--- src/rtl/esc_pkg.sv ---
// Shared constants for the epoch seconds to calendar converter.
// Holds the field widths, the reciprocal constants used in place of dividers
// and the cumulative month-start tables. Depends on nothing.
`timescale 1ns / 1ps

package esc_pkg;

  localparam int unsigned PIPE_DEPTH = 8;

  // Field widths.
  localparam int unsigned EPOCH_W  = 32;
  localparam int unsigned TZ_W     = 11;
  localparam int unsigned OFFS_W   = 17;  // offset in seconds, signed
  localparam int unsigned DAYS_W   = 16;
  localparam int unsigned DSEC_W   = 17;
  localparam int unsigned YDAY_W   = 9;
  localparam int unsigned YEAR_W   = 12;

  localparam logic [31:0] MAX_ADJ_SECONDS = 32'd4102444799;
  localparam logic [16:0] SECS_PER_DAY    = 17'd86400;
  localparam logic [11:0] SECS_PER_HOUR   = 12'd3600;
  localparam logic [11:0] BASE_YEAR       = 12'd1970;

  // Reciprocals: (x * RECIP) >> SHIFT gives the quotient, exact or one low
  // where a correction step follows.
  localparam logic [25:0] RECIP_DAY   = 26'd50903316;  // 1/675,  shift 35
  localparam logic [12:0] RECIP_HOUR  = 13'd4661;      // 1/225,  shift 20
  localparam logic [17:0] RECIP_CYCLE = 18'd183735;    // 1/1461, shift 28
  localparam logic [16:0] RECIP_WEEK  = 17'd74899;     // 1/7,    shift 19
  localparam logic [10:0] RECIP_MIN   = 11'd1093;      // 1/15,   shift 14

  localparam logic [8:0] COMMON_START [13] = '{
    9'd0, 9'd31, 9'd59, 9'd90, 9'd120, 9'd151, 9'd181,
    9'd212, 9'd243, 9'd273, 9'd304, 9'd334, 9'd365
  };
  localparam logic [8:0] LEAP_START [13] = '{
    9'd0, 9'd31, 9'd60, 9'd91, 9'd121, 9'd152, 9'd182,
    9'd213, 9'd244, 9'd274, 9'd305, 9'd335, 9'd366
  };

  function automatic logic [8:0] month_first_yday(input logic leap, input logic [3:0] idx);
    logic [8:0] val;
    val = 9'd0;
    if (idx <= 4'd12) begin
      val = leap ? LEAP_START[idx] : COMMON_START[idx];
    end
    return val;
  endfunction

endpackage

--- src/rtl/epoch_seconds_to_calendar_top.sv ---
// Epoch seconds to calendar converter: an eight-stage pipeline.
// done_o rises with the results of an accepted start in the output registers; throughput
// is one transaction per clock, set by the fully pipelined datapath.
// busy_o is always low because the receiver cannot stall and nothing is held.
// Reset clears the pipeline valid bits and sets the time-zone offset to zero.
// Depends on esc_pkg.
`timescale 1ns / 1ps

module epoch_seconds_to_calendar_top (
  input  logic                    clk_i,
  input  logic                    rst_ni,
  input  logic                    start_i,
  output logic                    busy_o,
  input  logic [31:0]             epoch_seconds_i,
  input  logic                    cfg_we_i,
  input  logic signed [10:0]      cfg_wdata_i,
  output logic                    done_o,
  output logic [5:0]              second_o,
  output logic [5:0]              minute_o,
  output logic [4:0]              hour_o,
  output logic [4:0]              day_of_month_o,
  output logic [3:0]              month_number_o,
  output logic [11:0]             year_number_o,
  output logic [2:0]              day_of_week_o,
  output logic [8:0]              day_of_year_o,
  output logic                    clamped_o
);

  logic [esc_pkg::PIPE_DEPTH-1:0] valid_q, valid_d;
  logic                           accept;

  // Offset held in seconds so that the first stage is a single add.
  logic signed [esc_pkg::OFFS_W-1:0] offs_q, offs_d;

  // Stage 1: adjusted and clamped time.
  logic [31:0] s1_t_q, s1_t_d;
  logic        s1_clamp_q, s1_clamp_d;
  // Stage 2: estimated day count.
  logic [31:0] s2_t_q;
  logic [15:0] s2_q0_q, s2_q0_d;
  logic        s2_clamp_q;
  // Stage 3: uncorrected seconds of the day.
  logic [15:0] s3_q0_q;
  logic [17:0] s3_rem_q, s3_rem_d;
  logic        s3_clamp_q;
  // Stage 4: exact day count and seconds of the day.
  logic [15:0] s4_days_q, s4_days_d;
  logic [16:0] s4_dsec_q, s4_dsec_d;
  logic        s4_clamp_q;
  // Stage 5: hour, year index and week quotient.
  logic [15:0] s5_days_q;
  logic [16:0] s5_dsec_q;
  logic [4:0]  s5_hour_q, s5_hour_d;
  logic [7:0]  s5_y69_q, s5_y69_d;
  logic [12:0] s5_wq_q, s5_wq_d;
  logic        s5_clamp_q;
  // Stage 6: seconds of the hour, year, day of year, weekday.
  logic [4:0]  s6_hour_q;
  logic [11:0] s6_hrem_q, s6_hrem_d;
  logic [11:0] s6_year_q, s6_year_d;
  logic [8:0]  s6_yday_q, s6_yday_d;
  logic [2:0]  s6_wday_q, s6_wday_d;
  logic        s6_clamp_q;
  // Stage 7: minute and month.
  logic [4:0]  s7_hour_q;
  logic [11:0] s7_hrem_q;
  logic [5:0]  s7_min_q, s7_min_d;
  logic [3:0]  s7_month_q, s7_month_d;
  logic [11:0] s7_year_q;
  logic [8:0]  s7_yday_q;
  logic [2:0]  s7_wday_q;
  logic        s7_clamp_q;
  // Stage 8: output registers.
  logic [5:0]  s8_sec_d;
  logic [4:0]  s8_mday_d;

  assign busy_o = 1'b0;
  assign accept = start_i & ~busy_o;
  assign valid_d = {valid_q[esc_pkg::PIPE_DEPTH-2:0], accept};

  always_comb begin
    offs_d = offs_q;
    if (cfg_we_i) begin
      // tz * 60 = tz * 64 - tz * 4
      offs_d = (esc_pkg::OFFS_W'(cfg_wdata_i) <<< 6) - (esc_pkg::OFFS_W'(cfg_wdata_i) <<< 2);
    end
  end

  always_ff @(posedge clk_i or negedge rst_ni) begin
    if (!rst_ni) begin
      valid_q <= '0;
      offs_q  <= '0;
    end else begin
      valid_q <= valid_d;
      offs_q  <= offs_d;
    end
  end

  // Stage 1
  always_comb begin
    logic signed [33:0] adj;
    adj = $signed({2'b00, epoch_seconds_i}) + 34'(offs_q);
    s1_t_d     = adj[31:0];
    s1_clamp_d = 1'b0;
    if (adj < 0) begin
      s1_t_d     = '0;
      s1_clamp_d = 1'b1;
    end else if (adj > $signed({2'b00, esc_pkg::MAX_ADJ_SECONDS})) begin
      s1_t_d     = esc_pkg::MAX_ADJ_SECONDS;
      s1_clamp_d = 1'b1;
    end
  end

  // Stage 2: 86400 = 675 << 7, so divide the shifted time by 675.
  always_comb begin
    logic [50:0] prod;
    prod    = 51'(s1_t_q[31:7]) * 51'(esc_pkg::RECIP_DAY);
    s2_q0_d = prod[50:35];
  end

  // Stage 3: remainder against the estimate lies below twice a day.
  always_comb begin
    logic [31:0] diff;
    diff     = s2_t_q - 32'(s2_q0_q) * 32'(esc_pkg::SECS_PER_DAY);
    s3_rem_d = diff[17:0];
  end

  // Stage 4
  always_comb begin
    logic [17:0] fixed;
    fixed = s3_rem_q - 18'(esc_pkg::SECS_PER_DAY);
    if (s3_rem_q >= 18'(esc_pkg::SECS_PER_DAY)) begin
      s4_days_d = s3_q0_q + 16'd1;
      s4_dsec_d = fixed[16:0];
    end else begin
      s4_days_d = s3_q0_q;
      s4_dsec_d = s3_rem_q[16:0];
    end
  end

  // Stage 5: years are counted in four-year cycles from 1969, each cycle
  // ending with its leap year.
  always_comb begin
    logic [25:0] hprod;
    logic [17:0] yx;
    logic [35:0] yprod;
    logic [33:0] wprod;
    hprod     = 26'(s4_dsec_q[16:4]) * 26'(esc_pkg::RECIP_HOUR);
    yx        = {s4_days_q, 2'b00} + 18'd1463;
    yprod     = 36'(yx) * 36'(esc_pkg::RECIP_CYCLE);
    wprod     = 34'(17'(s4_days_q) + 17'd4) * 34'(esc_pkg::RECIP_WEEK);
    s5_hour_d = hprod[24:20];
    s5_y69_d  = yprod[35:28];
    s5_wq_d   = wprod[31:19];
  end

  // Stage 6
  always_comb begin
    logic [16:0] hsub;
    logic [7:0]  ey;
    logic [16:0] ybase;
    logic [15:0] ydiff;
    logic [16:0] wsub;
    hsub      = s5_dsec_q - 17'(s5_hour_q) * 17'(esc_pkg::SECS_PER_HOUR);
    ey        = s5_y69_q - 8'd1;
    ybase     = 17'(ey) * 17'd365 + 17'((ey + 8'd1) >> 2);
    ydiff     = s5_days_q - ybase[15:0];
    wsub      = (17'(s5_days_q) + 17'd4) - 17'(s5_wq_q) * 17'd7;
    s6_hrem_d = hsub[11:0];
    s6_year_d = esc_pkg::BASE_YEAR + 12'(ey);
    s6_yday_d = ydiff[8:0];
    s6_wday_d = wsub[2:0];
  end

  // Stage 7: the month is one more than the number of month starts passed.
  always_comb begin
    logic [20:0] mprod;
    logic        leap;
    logic [3:0]  cnt;
    mprod = 21'(s6_hrem_q[11:2]) * 21'(esc_pkg::RECIP_MIN);
    leap  = (s6_year_q[1:0] == 2'b00);
    cnt   = 4'd0;
    for (int m = 1; m < 12; m++) begin
      if (s6_yday_q >= esc_pkg::month_first_yday(leap, 4'(m))) begin
        cnt = cnt + 4'd1;
      end
    end
    s7_min_d   = mprod[19:14];
    s7_month_d = cnt + 4'd1;
  end

  // Stage 8
  always_comb begin
    logic [11:0] ssub;
    logic [8:0]  dsub;
    logic        leap;
    leap      = (s7_year_q[1:0] == 2'b00);
    ssub      = s7_hrem_q - 12'(s7_min_q) * 12'd60;
    dsub      = s7_yday_q - esc_pkg::month_first_yday(leap, s7_month_q - 4'd1) + 9'd1;
    s8_sec_d  = ssub[5:0];
    s8_mday_d = dsub[4:0];
  end

  always_ff @(posedge clk_i) begin
    s1_t_q     <= s1_t_d;
    s1_clamp_q <= s1_clamp_d;

    s2_t_q     <= s1_t_q;
    s2_q0_q    <= s2_q0_d;
    s2_clamp_q <= s1_clamp_q;

    s3_q0_q    <= s2_q0_q;
    s3_rem_q   <= s3_rem_d;
    s3_clamp_q <= s2_clamp_q;

    s4_days_q  <= s4_days_d;
    s4_dsec_q  <= s4_dsec_d;
    s4_clamp_q <= s3_clamp_q;

    s5_days_q  <= s4_days_q;
    s5_dsec_q  <= s4_dsec_q;
    s5_hour_q  <= s5_hour_d;
    s5_y69_q   <= s5_y69_d;
    s5_wq_q    <= s5_wq_d;
    s5_clamp_q <= s4_clamp_q;

    s6_hour_q  <= s5_hour_q;
    s6_hrem_q  <= s6_hrem_d;
    s6_year_q  <= s6_year_d;
    s6_yday_q  <= s6_yday_d;
    s6_wday_q  <= s6_wday_d;
    s6_clamp_q <= s5_clamp_q;

    s7_hour_q  <= s6_hour_q;
    s7_hrem_q  <= s6_hrem_q;
    s7_min_q   <= s7_min_d;
    s7_month_q <= s7_month_d;
    s7_year_q  <= s6_year_q;
    s7_yday_q  <= s6_yday_q;
    s7_wday_q  <= s6_wday_q;
    s7_clamp_q <= s6_clamp_q;

    second_o       <= s8_sec_d;
    minute_o       <= s7_min_q;
    hour_o         <= s7_hour_q;
    day_of_month_o <= s8_mday_d;
    month_number_o <= s7_month_q;
    year_number_o  <= s7_year_q;
    day_of_week_o  <= s7_wday_q;
    day_of_year_o  <= s7_yday_q;
    clamped_o      <= s7_clamp_q;
  end

  assign done_o = valid_q[esc_pkg::PIPE_DEPTH-1];

endmodule
--- config.mk ---
export PLATFORM = sky130hd
export DESIGN_NAME = epoch_seconds_to_calendar_top
export DESIGN_NICKNAME = d
export VERILOG_FILES = /design/src/rtl/esc_pkg.sv /design/src/rtl/epoch_seconds_to_calendar_top.sv
export SDC_FILE = /design/constraint.sdc
export NUM_CORES = 2
export LEC_CHECK = 0
export BUFFER_PORTS_ARGS = -buffer_cell sky130_fd_sc_hd__buf_2
export CORE_ASPECT_RATIO = 0.5
export CORE_UTILIZATION = 35
export CTS_BUF_LIST = sky130_fd_sc_hd__clkbuf_8
export CTS_CLUSTER_SIZE = 20
export DETAILED_ROUTE_END_ITERATION = 10
export GPL_TIMING_DRIVEN = 0
export SLEW_MARGIN = 10
export SYNTH_ARGS = -nofsm -noshare
export SYNTH_HDL_FRONTEND = slang
export SYNTH_SLANG_ARGS = --single-unit
--- constraint.sdc ---
create_clock -name clk_i -period 7.4 [get_ports clk_i]
set_input_delay 0.37 -clock clk_i [delete_from_list [all_inputs] [get_ports clk_i]]
set_output_delay 0.37 -clock clk_i [all_outputs]
set_load 0.005 [all_outputs]
-- Word-level counts from Yosys, hierarchy flattened
Memory sizes are Yosys's and may differ from the RTL's.
Cells that the tools add are included.
- $lt $le $gt $ge: 16
- reductions and logical operators: 3
- $add $sub $neg: 30
- bitwise operators: 1
- muxes and demuxes: 31
- multipliers: 10
- operator list (operator ; count):
    25-bit by 24-bit multiplier with 49-bit output, second input constant ; 1
    4-bit by 1-bit adder with 4-bit output, second input constant ; 11
    4-bit 2-to-1 mux ; 11
    9-bit by 8-bit >= comparator with 1-bit output ; 4
    18-bit by 18-bit multiplier with 36-bit output, second input constant ; 1
    33-bit by 17-bit adder with 34-bit output ; 1
    34-bit by 33-bit greater-than comparator with 1-bit output, second input constant ; 1
    34-bit by 1-bit less-than comparator with 1-bit output, second input constant ; 1
    17-bit by 17-bit multiplier with 32-bit output, second input constant ; 1
    32-bit 2-to-1 mux ; 1
    5-bit 2-to-1 mux ; 6
    9-bit >= comparator ; 3
    13-bit by 13-bit multiplier with 25-bit output, second input constant ; 1
    10-bit by 11-bit multiplier with 20-bit output, second input constant ; 1
    18-bit by 11-bit adder with 18-bit output, second input constant ; 1
    18-bit by 17-bit >= comparator with 1-bit output, second input constant ; 1
    9-bit by 7-bit >= comparator with 1-bit output ; 2
    18-bit subtractor ; 1
    16-bit by 3-bit adder with 17-bit output, second input constant ; 1
    17-bit 2-to-1 mux ; 1
    17-bit by 13-bit subtractor with 17-bit output ; 1
    17-bit subtractor, second input constant ; 1
    16-bit by 1-bit adder with 16-bit output, second input constant ; 1
    16-bit by 10-bit multiplier with 11-bit output, second input constant ; 1
    other kinds (27) ; 36
- flip-flop bits (word level): 349
- memory bits (read-only): 288
- input bits: 47
- word-level logic and storage cells: 136
- memories kept: 2
- memory list (memory ; depth ; width ; rd ports ; clocked after Yosys merged registers in ; wr ports ; RTL line ; RTL):
    (name not given) ; 16 ; 9 ; 1 ; 0 ; 0 ; esc_pkg.sv:45 ; val = leap ? LEAP_START[idx] : COMMON_START[idx];
    (name not given) ; 16 ; 9 ; 1 ; 0 ; 0 ; esc_pkg.sv:45 ;

-- Depth between registers and ports, before layout
- depth in word-level cells: 23
- mapped depth: 40

-- Worst setup path before layout
No wires, ideal clock.
- path kind: reg-to-reg
- start: reg s6_year_q[1]
- end: reg s7_month_q[3]
- clock period less this slack: 7.548 ns
- required time: 7.270 ns
- cell stages (with the launch flop): 39
- slack: -0.148 ns
- data arrival time: 7.419 ns
- buffers on the path: 0
- library setup time: 0.130 ns
- path through: dfxtp_1 nor2_1 inv_1 ha_1 nand2b_1 a221oi_1 nor2_1 or2_2 ha_1 or4_1 a311o_1 and4_4 ha_1 nor2b_1 a211o_2 inv_1 ha_1 nand3_1 [3 not listed] o221ai_2 ha_1 nor2b_1 a21oi_1 inv_1 ha_1 inv_1 a21oi_1 ha_1 and3_1 a41o_1 xor2_1 xnor2_1 xnor3_2 xor2_1 nor3_1 a21oi_2 xnor3_1
- longest elaborated chain between the ends: 23
- RTL lines (element ; RTL line ; RTL):
    start: declaration ; epoch_seconds_to_calendar_top.sv:60 ; logic [11:0] s6_year_q, s6_year_d;
    start signal: assignment ; epoch_seconds_to_calendar_top.sv:229 ; s6_year_q <= s6_year_d;
    2-bit logical NOT * ; epoch_seconds_to_calendar_top.sv:181 ; leap = (s6_year_q[1:0] == 2'b00);
    3-bit 2-to-1 mux ; esc_pkg.sv:45 ;
    9-bit by 6-bit >= comparator with 1-bit output ; epoch_seconds_to_calendar_top.sv:184 ; if (s6_yday_q >= esc_pkg::month_first_yday(leap, 4'(m))) begin
    4-bit 2-to-1 mux ; epoch_seconds_to_calendar_top.sv:184 ;
    4-bit by 1-bit adder with 4-bit output ; epoch_seconds_to_calendar_top.sv:185 ; cnt = cnt + 4'd1;
    4-bit 2-to-1 mux ; epoch_seconds_to_calendar_top.sv:184 ;
    4-bit by 1-bit adder with 4-bit output ; epoch_seconds_to_calendar_top.sv:185 ;
    4-bit 2-to-1 mux ; epoch_seconds_to_calendar_top.sv:184 ;
    [8 not listed] ; - ;
    4-bit by 1-bit adder with 4-bit output ; epoch_seconds_to_calendar_top.sv:185 ;
    4-bit 2-to-1 mux ; epoch_seconds_to_calendar_top.sv:184 ;
    4-bit by 1-bit adder with 4-bit output ; epoch_seconds_to_calendar_top.sv:185 ;
    4-bit 2-to-1 mux ; epoch_seconds_to_calendar_top.sv:184 ;
    4-bit by 1-bit adder with 4-bit output ; epoch_seconds_to_calendar_top.sv:185 ;
    4-bit 2-to-1 mux * ; epoch_seconds_to_calendar_top.sv:184 ;
    4-bit by 1-bit adder with 4-bit output * ; epoch_seconds_to_calendar_top.sv:189 ; s7_month_d = cnt + 4'd1;
    named net s7_month_d[3] ; epoch_seconds_to_calendar_top.sv:68 ; logic [3:0] s7_month_q, s7_month_d;
    end signal: assignment ; epoch_seconds_to_calendar_top.sv:237 ; s7_month_q <= s7_month_d;
    end: declaration ; epoch_seconds_to_calendar_top.sv:68 ;
Mark *: on every way through the listed nets, which the timed path passes. The rest lies on a longest branch.
A chain may end at the register's enable or synchronous reset.

-- Worst setup path in the final report
- start: reg s6_year_q[1]
- end: reg s7_month_q[2]
The elaborated chain is that of the path after synthesis.

==> summary.md <==
| Metric | Value |
|---|---|
| Top FF cell, synth | `dfxtp_1` |
| Fmax achieved | `140 MHz` |
| Arrival time worst endpoint | `7800 ps` |
| CTS tree | `built` |
| CTS clock-pin slew for the worst setup and hold paths | `70 ps` |
| Worst setup SP type | `flop` |
| Count of cell types in the netlist | `101` |
| Post-synthesis async set-or-reset flop share | `6.82%` |
| Antenna viol nets, final | `0` |
| # setup viols final | `0` |
| Slew margin rel. | `40.6%` |
| H-Tree Depth | `2` |
| Post-route cell area | `40700 sq um` |
| CP Max Fanout | `5` |
| Fin. Hold Viols | `0` |
| Max incr delay on CP | `400 ps` |
| Global-route wire length before repair | `124000 microns` |
| # IOs | `100` |
| CP endpoint kind | `flop` |
| Post-synthesis net count | `4863` |
| P&R area growth vs syn | `12.2%` |
| Mapped cell area | `36200 sq um` |
| Fillers | `9980` |
| HPWL after DPL | `60300 microns` |
| Cell taking the most area after synthesis | `ha_1` |
| Slowest CP cell | `or4_1` |
| Part of the cycle the worst path needs | `96.7%` |
| Nets | `5059` |
| Pin count of the biggest net entering global routing | `24` |
| Synth Register Bits | `337` |
| DRT iter0 DRCs | `912` |
| Root buffer cell | `clkbuf_8` |
| Num CTS Buffers | `53` |
| Port bufs | `97` |
| Row cnt | `83` |
| Worst path most repeated cell | `ha_4` |
| Avg Inst Size Synth | `10.1 sq um` |
| Initial core utilization | `35.3%` |
| CP Class | `flop to flop` |
| Slew @ Worst Pin | `888 ps` |
| Detailed Route WL | `73500 microns` |
| Largest cells by area after synthesis | `ha_1 (28%), fa_1 (22%), dfxtp_1 (17%)` |
| GPL Wtd Cong | `0.859` |
| Yosys Warn Count | `0` |
| Via/cell ratio | `4.64` |
| DIE HEIGHT | `229 microns` |
| HP Class | `input port to flop` |
| Cells after Synth | `3599` |
| Max-cap violations | `0` |
| Post-synthesis sequential area ratio | `18.9%` |
| GRT Util Overall | `14.4%` |
| Total die area | `105000 sq um` |
| Drt wl/cell | `14.1 microns` |
| # DRC | `0` |
| Core ar. | `103000 sq um` |
| Layout cells sized above 1 | `9.72%` |
| Hold slack | `82.9 ps` |
| Initial antenna violation count | `5` |
| Bufs on Longest Clock Path | `3` |
| Total gr overflow | `0` |
| Top cell type's share of synthesized area | `28.2%` |
| Fin. max-slew vios | `0` |
| CTS sink count | `337` |
| Placed instance area | `38400 sq um` |
| First drt pass iteration count | `4` |
| Routed via count | `24117` |
| CP Data Required Time | `8050 ps` |
| Number of global-route vias before repair | `25411` |
| Worst Skew | `27.8 ps` |
| Post-synth EDFFs | `0` |
| Outcome | `finished, final reports clean` |
| Tmin final | `7150 ps` |
| Clock latency on the worst-skew pair | `710 ps` |
| Die W | `457 microns` |
[registers in the layout, indices dropped and copies added, names as in the netlist, 8 cells and up]
register       cells
s5_y69_q           8
s6_year_q         12
s5_days_q          9
s4_days_q         16
s7_year_q         12
s2_t_q            18
s4_dsec_q         17
s3_q0_q           16
year_number_o     12
s6_hrem_q         12
valid_q            8
offs_q            15
s3_rem_q          18
s6_yday_q          9
s1_t_q            32
s7_yday_q          9
day_of_year_o      9
s2_q0_q           16
s5_dsec_q         12
[final cells by class]
type / instances / area, sq um / area share (%)
multi-input cells: 2369 / 26600 / 65.3
flip-flops and latches: 337 / 6880 / 16.9
inverters: 858 / 3230 / 7.95
well taps: 1360 / 1700 / 4.19
clock buffers: 71 / 977 / 2.40
repair buffers: 142 / 840 / 2.06
clock inverters: 26 / 319 / 0.785
plain buffers: 34 / 149 / 0.366
diodes: 1 / 2.50 / 0.00615
[cell families (layout without fill, tap and decap cells)]
kind of cell	after synthesis	in the layout	synth area share [%]
compound gates	443	443	8.16
xor+xnor	255	255	6.40
fa+ha+maj	1217	1217	50.3
buf+inv	893	1131	9.30
flops	337	337	18.9
mux	26	26	0.805
other cells	1	2	0.0104
simple gates	427	427	6.06
[worst paths after layout]
check                                   startpoint            end  slack (ps)  cells after the start
worst max-delay path                  s6_year_q[1]  s7_month_q[2]         250                     39
worst min-delay path            epoch_seconds_i[2]      s1_t_q[2]          80                      4
worst max register to register        s6_year_q[1]  s7_month_q[2]         250                     39
worst min register to register        s6_hour_q[2]   s7_hour_q[2]         320                      0
max in group asynchronous                   rst_ni     offs_q[10]        6860                      2
min in group asynchronous                   rst_ni      offs_q[8]         180                      2
[synth_stat cells, types with 9 or more instances]
master / count
dfxtp_1: 314
a211oi_1: 21
inv_1: 854
nor3_1: 39
dfrtp_1: 23
and2_1: 16
and3_1: 14
xnor2_1: 170
o21a_1: 18
o211ai_1: 22
o31ai_1: 9
a21oi_1: 125
mux2i_1: 10
o21ai_0: 70
or3_1: 19
xor2_1: 79
a21o_1: 63
mux2_2: 15
fa_1: 400
o21bai_1: 13
nor2b_1: 17
nand4_1: 21
a31oi_1: 18
nand3_1: 30
nor4_1: 9
nand2_1: 93
nand2b_1: 24
nor2_1: 102
ha_1: 817
clkbuf_1: 29
[layout by cell type, fill, tap and decap left out, types with 9 or more instances in the layout]
| cell | count |
|---|---|
| fa_1 | 400 |
| inv_1 | 852 |
| o21a_1 | 18 |
| a31oi_1 | 17 |
| ha_4 | 11 |
| nor2b_1 | 14 |
| buf_2 | 101 |
| nand2b_1 | 23 |
| o211ai_1 | 22 |
| clkinv_2 | 9 |
| ha_1 | 801 |
| nand3_1 | 28 |
| or3_1 | 18 |
| clkbuf_1 | 26 |
| nor2_1 | 97 |
| nor3_1 | 37 |
| a21o_1 | 63 |
| clkbuf_8 | 71 |
| o21bai_1 | 13 |
| xor2_1 | 70 |
| xnor2_1 | 166 |
| nand2_1 | 90 |
| and2_1 | 14 |
| a21oi_1 | 120 |
| mux2i_1 | 10 |
| o21ai_0 | 68 |
| nand4_1 | 21 |
| dfxtp_1 | 306 |
| and3_1 | 14 |
| buf_4 | 40 |
| dfrtp_1 | 23 |
| mux2_2 | 14 |
| nor4_1 | 9 |
| a211oi_1 | 17 |
[per-layer routing]
layer  track usage, %  vias up  part of all wire [%]
li1                 -    12075                     -
met3             2.57      102                   3.9
met2             24.4      298                    47
met1             18.8    11638                    47
met5                0        -                 0.024
met4             3.46        4                   1.8
[per-stage QoR]
step                      setup TNS, ps  cells  utilization, %  worst slack [ps]
after detailed placement         -12300   5056            37.5             -1620
final                                 0   5198            39.6               247
after CTS                             0   5182            39.2              1.68
after floorplan                       0   3599               -              9.58
after global routing               -166   5198            39.6             -41.9
after global placement           -11600   5056            37.5             -1540
[worst max-delay path: cells and delay by family (launching register included)]
family                   cells  cell delay [ps]
adder cells (fa/ha/maj)     11             2780
AND/OR/NAND/NOR             13             1760
AO/OA/AOI/OAI                8             1360
flip-flops                   1              360
XOR/XNOR                     2              290
multiplexers                 1              290
buffers and inverters        4              280
[timing repair]
| item | 4_1_cts | 5_1_grt |
|---|---|---|
| resized for setup | 54 | 60 |
| endpoints found under the setup margin | 11 | 10 |
| hold endpoints to repair | 27 | 0 |
| pin swaps | 15 | 28 |
| setup buffers | 25 | 15 |
| hold buffers | 5 | 0 |
Power is left out: the tool's default activity adds up to more than one toggle a clock period on the data nets, which glitch-free logic cannot reach.
